==> config.mk <==
export PLATFORM = sky130hd
export DESIGN_NAME = positional_list_store
export DESIGN_NICKNAME = d
export VERILOG_FILES = /design/src/hdl/pls_pkg.sv /design/src/hdl/pls_cell.sv /design/src/hdl/pls_ctrl.sv /design/src/hdl/positional_list_store.sv
export VERILOG_INCLUDE_DIRS = /design/src /design/src/hdl
export SDC_FILE = /design/constraint.sdc
export NUM_CORES = 1
export LEC_CHECK = 0
export BUFFER_PORTS_ARGS = -buffer_cell sky130_fd_sc_hd__buf_2
export CORE_MARGIN = 2
export CORE_UTILIZATION = 30
export DETAILED_ROUTE_END_ITERATION = 16
export SLEW_MARGIN = 20
export SYNTH_ARGS = -nofsm -noshare
export SYNTH_HDL_FRONTEND = slang
export SYNTH_SLANG_ARGS = --single-unit
==> constraint.sdc <==
create_clock -name clk_i -period 10.4 [get_ports clk_i]
set_input_delay 1.04 -clock clk_i [delete_from_list [all_inputs] [get_ports clk_i]]
set_output_delay 1.04 -clock clk_i [all_outputs]
set_load 0.02 [all_outputs]
==> src/hdl/assert_macros.svh <==
// Assertion macros shared by the positional list store RTL.
// Clocked on clk_i and disabled while rst_ni is low.
`ifndef ASSERT_MACROS_SVH
`define ASSERT_MACROS_SVH

// Check that a property holds at every rising clock edge out of reset.
`define ASSERT_CLK(label, prop, msg) \
  label: assert property (@(posedge clk_i) disable iff (!rst_ni) (prop)) else $error(msg);

// Check that a condition never holds at a rising clock edge out of reset.
`define ASSERT_NEVER(label, cond, msg) \
  label: assert property (@(posedge clk_i) disable iff (!rst_ni) !(cond)) else $error(msg);

`endif

==> src/hdl/pls_pkg.sv <==
// Package for the positional list store: sizes, word types, mode and status codes.
// Used by pls_cell, pls_ctrl and positional_list_store.
package pls_pkg;

  localparam int unsigned DEPTH      = 16;
  localparam int unsigned ELEM_WIDTH = 8;
  localparam int unsigned POS_W      = $clog2(DEPTH + 2);
  localparam int unsigned MODE_W     = 3;
  localparam int unsigned IDX_W      = (DEPTH > 1) ? $clog2(DEPTH) : 1;
  localparam int unsigned CNT_W      = $clog2(DEPTH + 1);
  localparam int unsigned CMP_W      = ((POS_W > CNT_W) ? POS_W : CNT_W) + 1;

  // Operation codes
  localparam logic [MODE_W-1:0] MODE_ADD_FRONT = 3'd0;
  localparam logic [MODE_W-1:0] MODE_ADD_REAR  = 3'd1;
  localparam logic [MODE_W-1:0] MODE_REM_FRONT = 3'd2;
  localparam logic [MODE_W-1:0] MODE_REM_REAR  = 3'd3;
  localparam logic [MODE_W-1:0] MODE_INS_AT    = 3'd4;
  localparam logic [MODE_W-1:0] MODE_REM_AT    = 3'd5;

  typedef enum logic [1:0] {
    ST_OK    = 2'd0,
    ST_UNDER = 2'd1,
    ST_RANGE = 2'd2,
    ST_FULL  = 2'd3
  } status_e;

  typedef logic [ELEM_WIDTH-1:0] elem_t;

  typedef struct packed {
    logic [MODE_W-1:0] mode;
    logic [POS_W-1:0]  position;
    elem_t             value;
  } cmd_word_t;

  typedef struct packed {
    elem_t             removed_value;
    logic [1:0]        status;
    logic [CNT_W-1:0]  count;
  } res_word_t;

  // Per-cycle command broadcast to every cell of the chain
  typedef struct packed {
    logic             ins;
    logic             rem;
    logic [IDX_W-1:0] idx;
    elem_t            value;
  } cell_ctl_t;

endpackage

==> src/hdl/pls_cell.sv <==
// One storage cell of the positional list store chain.
// Depends on pls_pkg for the element and control types.
module pls_cell
  import pls_pkg::*;
(
  input  logic             clk_i,
  input  logic [IDX_W-1:0] cell_idx_i,
  input  cell_ctl_t        ctl_i,
  input  elem_t            left_i,
  input  elem_t            right_i,
  output elem_t            data_o,
  output elem_t            hit_o
);

  elem_t data_q, data_d;

  // Shift toward the rear on insert, toward the front on remove
  always_comb begin
    data_d = data_q;
    if (ctl_i.ins) begin
      if (cell_idx_i > ctl_i.idx) begin
        data_d = left_i;
      end else if (cell_idx_i == ctl_i.idx) begin
        data_d = ctl_i.value;
      end
    end else if (ctl_i.rem) begin
      if (cell_idx_i >= ctl_i.idx) begin
        data_d = right_i;
      end
    end
  end

  always_ff @(posedge clk_i) begin
    data_q <= data_d;
  end

  // Offer the held element when this cell is the one addressed
  assign hit_o  = (cell_idx_i == ctl_i.idx) ? data_q : '0;
  assign data_o = data_q;

endmodule

==> src/hdl/pls_ctrl.sv <==
// Command decode, occupancy count and result register of the positional list store.
// Depends on pls_pkg and assert_macros.svh.
`include "assert_macros.svh"

module pls_ctrl
  import pls_pkg::*;
(
  input  logic      clk_i,
  input  logic      rst_ni,
  input  logic      start_i,
  input  cmd_word_t cmd_i,
  input  elem_t     rd_value_i,
  output cell_ctl_t ctl_o,
  output logic      busy_o,
  output logic      result_valid_o,
  output res_word_t result_o
);

  logic [CNT_W-1:0] occ_q, occ_d;
  logic             res_valid_q;
  res_word_t        res_q;
  logic             accept;
  logic             full, empty;
  logic [CMP_W-1:0] pos_x, occ_x;
  status_e          status;
  cell_ctl_t        ctl;

  assign busy_o = 1'b0;
  assign accept = start_i && !busy_o;
  assign full   = (occ_q == CNT_W'(DEPTH));
  assign empty  = (occ_q == '0);
  assign pos_x  = CMP_W'(cmd_i.position);
  assign occ_x  = CMP_W'(occ_q);

  // Decode the word into a cell command and a status
  always_comb begin
    status    = ST_OK;
    ctl.ins   = 1'b0;
    ctl.rem   = 1'b0;
    ctl.idx   = '0;
    ctl.value = cmd_i.value;
    case (cmd_i.mode)
      MODE_ADD_FRONT: begin
        if (full) status = ST_FULL;
        else ctl.ins = 1'b1;
      end
      MODE_ADD_REAR: begin
        ctl.idx = IDX_W'(occ_q);
        if (full) status = ST_FULL;
        else ctl.ins = 1'b1;
      end
      MODE_REM_FRONT: begin
        if (empty) status = ST_UNDER;
        else ctl.rem = 1'b1;
      end
      MODE_REM_REAR: begin
        ctl.idx = IDX_W'(occ_q - CNT_W'(1));
        if (empty) status = ST_UNDER;
        else ctl.rem = 1'b1;
      end
      MODE_INS_AT: begin
        ctl.idx = IDX_W'(pos_x - CMP_W'(1));
        if (pos_x == '0 || pos_x > occ_x + CMP_W'(1)) status = ST_RANGE;
        else if (full) status = ST_FULL;
        else ctl.ins = 1'b1;
      end
      MODE_REM_AT: begin
        ctl.idx = IDX_W'(pos_x - CMP_W'(1));
        if (pos_x == '0 || pos_x > occ_x) status = ST_RANGE;
        else ctl.rem = 1'b1;
      end
      default: begin
        status = ST_OK;
      end
    endcase
  end

  // Gate the cell command with the accept
  always_comb begin
    ctl_o     = ctl;
    ctl_o.ins = ctl.ins && accept;
    ctl_o.rem = ctl.rem && accept;
  end

  // Advance the occupancy count
  always_comb begin
    occ_d = occ_q;
    if (ctl_o.ins) occ_d = occ_q + CNT_W'(1);
    else if (ctl_o.rem) occ_d = occ_q - CNT_W'(1);
  end

  always_ff @(posedge clk_i or negedge rst_ni) begin
    if (!rst_ni) begin
      occ_q       <= '0;
      res_valid_q <= 1'b0;
    end else begin
      occ_q       <= occ_d;
      res_valid_q <= accept;
    end
  end

  // Hold the result word for its one strobe cycle
  always_ff @(posedge clk_i) begin
    if (accept) begin
      res_q.removed_value <= ctl.rem ? rd_value_i : '0;
      res_q.status        <= status;
      res_q.count         <= occ_d;
    end
  end

  assign result_valid_o = res_valid_q;
  assign result_o       = res_q;

  `ASSERT_CLK(a_occ_bound, occ_q <= CNT_W'(DEPTH), "occupancy above depth")
  `ASSERT_NEVER(a_ins_rem_excl, ctl_o.ins && ctl_o.rem, "insert and remove together")
  `ASSERT_CLK(a_strobe_follows, result_valid_o == $past(accept), "result strobe lost or invented")
  `ASSERT_CLK(a_count_matches, result_valid_o |-> result_o.count == occ_q, "count differs from occupancy")
  `ASSERT_CLK(a_err_holds, (accept && status != ST_OK) |=> $stable(occ_q), "error changed the store")

endmodule

==> src/hdl/positional_list_store.sv <==
// Top level of the positional list store: a chain of DEPTH cells under one controller.
// Depends on pls_pkg, pls_cell and pls_ctrl.
//
//  channel   ports                          handshake
//  command   start_i, cmd_i, busy_o         taken when start_i high and busy_o low
//  result    result_valid_o, result_o       one-cycle strobe, cannot be held off
//
// One word is taken every cycle; busy_o stays low.
// Its result appears in the cycle after acceptance, from the result register in pls_ctrl.
// Reset clears the count to zero; cell contents stay undefined until written.
// No stalls: the receiver must take each result in its strobe cycle.
module positional_list_store
  import pls_pkg::*;
(
  input  logic      clk_i,
  input  logic      rst_ni,
  input  logic      start_i,
  input  cmd_word_t cmd_i,
  output logic      busy_o,
  output logic      result_valid_o,
  output res_word_t result_o
);

  cell_ctl_t ctl;
  elem_t     cell_data [DEPTH];
  elem_t     cell_hit  [DEPTH];
  elem_t     rd_value;

  pls_ctrl u_ctrl (
    .clk_i          (clk_i),
    .rst_ni         (rst_ni),
    .start_i        (start_i),
    .cmd_i          (cmd_i),
    .rd_value_i     (rd_value),
    .ctl_o          (ctl),
    .busy_o         (busy_o),
    .result_valid_o (result_valid_o),
    .result_o       (result_o)
  );

  // Build the row of cells, each linked to its neighbors; the end cells see zero past the ends
  for (genvar k = 0; k < DEPTH; k++) begin : g_cell
    elem_t left_w, right_w;
    if (k == 0) begin : g_first
      assign left_w = '0;
    end else begin : g_mid_l
      assign left_w = cell_data[k-1];
    end
    if (k == DEPTH - 1) begin : g_last
      assign right_w = '0;
    end else begin : g_mid_r
      assign right_w = cell_data[k+1];
    end
    pls_cell u_cell (
      .clk_i      (clk_i),
      .cell_idx_i (IDX_W'(k)),
      .ctl_i      (ctl),
      .left_i     (left_w),
      .right_i    (right_w),
      .data_o     (cell_data[k]),
      .hit_o      (cell_hit[k])
    );
  end

  // Merge the addressed cell's element
  always_comb begin
    rd_value = '0;
    for (int k = 0; k < DEPTH; k++) begin
      rd_value = rd_value | cell_hit[k];
    end
  end

endmodule

==> key figures <==
Outcome
  – Status: finished, final reports clean

Worst setup path
  – Crit path kind: in -> reg
  – Top cell by count, worst path: a21oi_1
  – CP Data Arrival Time: between 4000 and 5000 ps
  – R2r setup slk: 6460 ps
  – Stages on the worst setup path: 9
  – Worst r2r path cells: 12
  – Crit path capture type: register
  – Reg2reg end: g_cell[0].u_cell.data_o[1]$_DFFE_PP_
  – Startpoint Class: primary input
  – Slowest stage cell, crit path: a21oi_1
  – Critical Path RT: about 10000 ps
  – CP bufs+invs: 1
  – Top delay family on crit path: compound AO/OA/AOI/OAI gates
  – R2R Path Start: u_ctrl.occ_q[0]$_DFF_PN0_
  – CP Cell Sequence: buf_2 > ha_1 > a21oi_1 > o22ai_1 > o31a_1 > o41a_1 > nand2b_4 > and2_2 > a21oi_1
  – Crit path max fanout: 17
  – Worst Setup SP: cmd_i[10]
  – CP peak stage delay: 760 ps

Timing
  – Fmax: 251 MHz
  – Setup-failing EPs final: 0
  – Period minus WS final: around 4000 ps
  – Period utilisation layout: 38.4%
  – Worst-margin pin slew: ~1100 ps
  – Slew HR: 26.5%
  – Pins over their slew limit: 0
  – Final Hold Vio Count: 0
  – Setup Total Neg Slack: 0 ps
  – RSZ-0062 raised after global routing: no
  – Clock skew: 13.1 ps

Floorplanning
  – Die X: about 180 um
  – Die area: 31900 um2
  – Chip height: roughly 180 um
  – Number of I/O pins: 36
  – Initial Util: 30.6%
  – Row cnt: 63
  – Core area: between 20000 and 30000 um2

Logic synthesis
  – Ys async rst share: 4.03%
  – Yosys Warn Count: 0
  – Mapped Cells: about 900
  – Yosys top cell area share: 46.9%
  – Register bit total from synthesis: 149
  – Syn Area/Cell: 10.2 um2
  – Post-synthesis sequential area ratio: 48.6%
  – Synth cell types: 65
  – Top_reg_cell synth: edfxtp_1
  – Post-synth net total: 930
  – Mapped cell area: 9150 um2
  – EDFF count, synth: 143
  – Largest cells by area after synthesis: edfxtp_1 47%, mux2i_1 14%, nand2_1 7.4%
  – Cell taking the most area after synthesis: edfxtp_1

Clock network
  – Clk root buf: clkbuf_16
  – Post-CTS Setup Inserts: 0
  – Clock-pin slew on the worst setup and hold paths: 60 ps
  – Max clock buf depth: 2
  – Hold-fix buffer count after cts: 0
  – H-tree depth: 4
  – Post_cts resized: 0
  – Sink Count: 149
  – CTS Buf Count: 17
  – CTS tree: built
  – Worst-Skew Late Latency: 430 ps

Layout
  – Most frequent cells in the layout: 180 x nand2_1, 143 x edfxtp_1, 132 x mux2i_1, 114 x o21ai_0, 35 x a21oi_1
  – Area Overhead vs Synth: 11.6%
  – Most common cell after layout, fill and taps aside: nand2_1
  – Layout cells sized above 1: between 10% and 20%
  – Final instance area: 10200 um2
  – Antenna fix cells: 0
  – Final net count: roughly 930

Global route
  – Antenna violations before repair: 1
  – Grt ovf: 0
  – Largest net degree at the start of global routing: 125
  – Vias in the first global route: 6982
  – First-pass GRT wire length: 44200 um
  – Tot GR Track Use: 18.8%

Place
  – GP Congestion: 0.912
  – PortBufs: 34
  – DP Wirelength: 20500 um
  – Dpl cell area: 9560 um2

Routing
  – Initial drt markers: 1280
  – Met3 WL: ~3100 um
  – Via count: 7399
  – First drt pass iteration count: 5
  – WL per Instance: 22.8 um
  – DRC errors left: 0
  – Met2 WL: 12500 um
  – Met1 Wirelength: ~13000 um
  – Top layer in use: met4
  – Vias per inst: 5.70
  – Final wirelength: 29600 um
  – Routed Antenna Nets: 0

Power
  – Maximum vdd drop: roughly 0.13 mV
  – Leak: 4.01 nW
  – Pwr Density: 244 nW/um2

Hold path
  – Worst hold path class: in -> async

Flow run
  – Max_cap viols: 0
## report_power, final
group          internal, mW  switching [mW]
Clock                 0.404           0.269
Combinational         0.298           0.524
Sequential            0.848           0.147
Total                  1.55           0.940
## cell families after synthesis
| logic type | count (synthesis) | synth area share [%] |
|---|---|---|
| fa+ha+maj | 14 | 1.91 |
| mux | 143 | 15.8 |
| other cells | 1 | 0.0410 |
| buf+inv | 85 | 4.48 |
| xor+xnor | 11 | 1.05 |
| simple gates | 267 | 13.2 |
| flops | 149 | 48.6 |
| compound gates | 227 | 15.0 |
## how the worst max path moves through the flow
stage                                                        to  slack, ps
after floorplan           g_cell[13].u_cell.data_o[0]$_DFFE_PP_       6800
after global placement     g_cell[0].u_cell.data_o[5]$_DFFE_PP_       5690
after detailed placement   g_cell[0].u_cell.data_o[1]$_DFFE_PP_       5600
after CTS                  g_cell[0].u_cell.data_o[0]$_DFFE_PP_       5870
after global routing       g_cell[0].u_cell.data_o[3]$_DFFE_PP_       6120
final                     g_cell[13].u_cell.data_o[7]$_DFFE_PP_       6410
## worst reg2reg max path: stages, from the launching register on
cell and delay, ps:
dfrtp_1 530, inv_1 140, ha_1 340, inv_1 90, ha_1 290, nor2b_1 110
o21ai_0 80, a21oi_1 240, o21ai_2 140, nand4_4 130, buf_4 310, buf_4 810
mux2_2 490
## registers in the layout, summed over array words and instances (netlist names)
name,flops
u_ctrl.result_o,15
g_cell.u_cell.data_o,128
u_ctrl.result_valid_o,1
u_ctrl.occ_q,5
## synth_stat cells (2+ instances only)
cell type and instances:
a21o_1 4, o21ai_0 117, nand2b_1 3, a2111oi_0 4, buf_6 2, nand3_1 17, o2bb2ai_1 4, clkbuf_1 25
a41oi_1 2, and3_1 3, and2_1 3, nand2_4 2, nor2_1 20, inv_1 18, a221oi_1 4, dfrtp_1 6
mux2_2 11, o32ai_1 3, buf_2 28, ha_1 14, nand2_1 180, nor3_1 6, a31oi_1 7, o22ai_1 7
mux2i_1 132, a22oi_1 6, nor2b_1 2, o211ai_1 4, edfxtp_1 143, o31ai_1 2, xnor2_1 10, nor2_2 12
nor4b_2 2, nand2_2 5, o22a_1 5, nand4_1 2, a21oi_1 35, nor2_4 2, a32oi_1 2, buf_4 11
o21ai_1 8
## routing by layer
| layer | GRT usage (%) | up-vias |
|---|---|---|
| met3 | 4.73 | 64 |
| met4 | 6.64 | 0 |
| met5 | 0 | - |
| li1 | - | 3291 |
| met2 | 27.5 | 449 |
| met1 | 26.9 | 3595 |
## per-stage QoR
step | power [mW] | hold slack, ps | util, % | std cells | setup WS [ps]
4_1_cts | 2.47 | 423 | 34.1 | 1297 | 5870
3_3_place_gp | 1.79 | 551 | 32.0 | 1265 | 5690
5_1_grt | 2.60 | 421 | 34.2 | 1298 | 6120
6_report | 2.49 | 428 | 34.2 | 1298 | 6410
3_5_place_dp | 1.80 | 560 | 32.0 | 1265 | 5600
2_1_floorplan | 1.54 | 522 | - | 897 | 6800
## layout make-up
| type | instances | area (um2) |
|---|---|---|
| Tap cell | 390 | 488 |
| Clock buffer | 17 | 425 |
| Clock inverter | 15 | 200 |
| Sequential cell | 149 | 4440 |
| Multi-Input combinational cell | 663 | 4310 |
| Fill cell | 3014 | 19700 |
| Inverter | 18 | 67.6 |
| Timing Repair Buffer | 46 | 280 |
No activity file was read; power rests on OpenSTA's default activity.
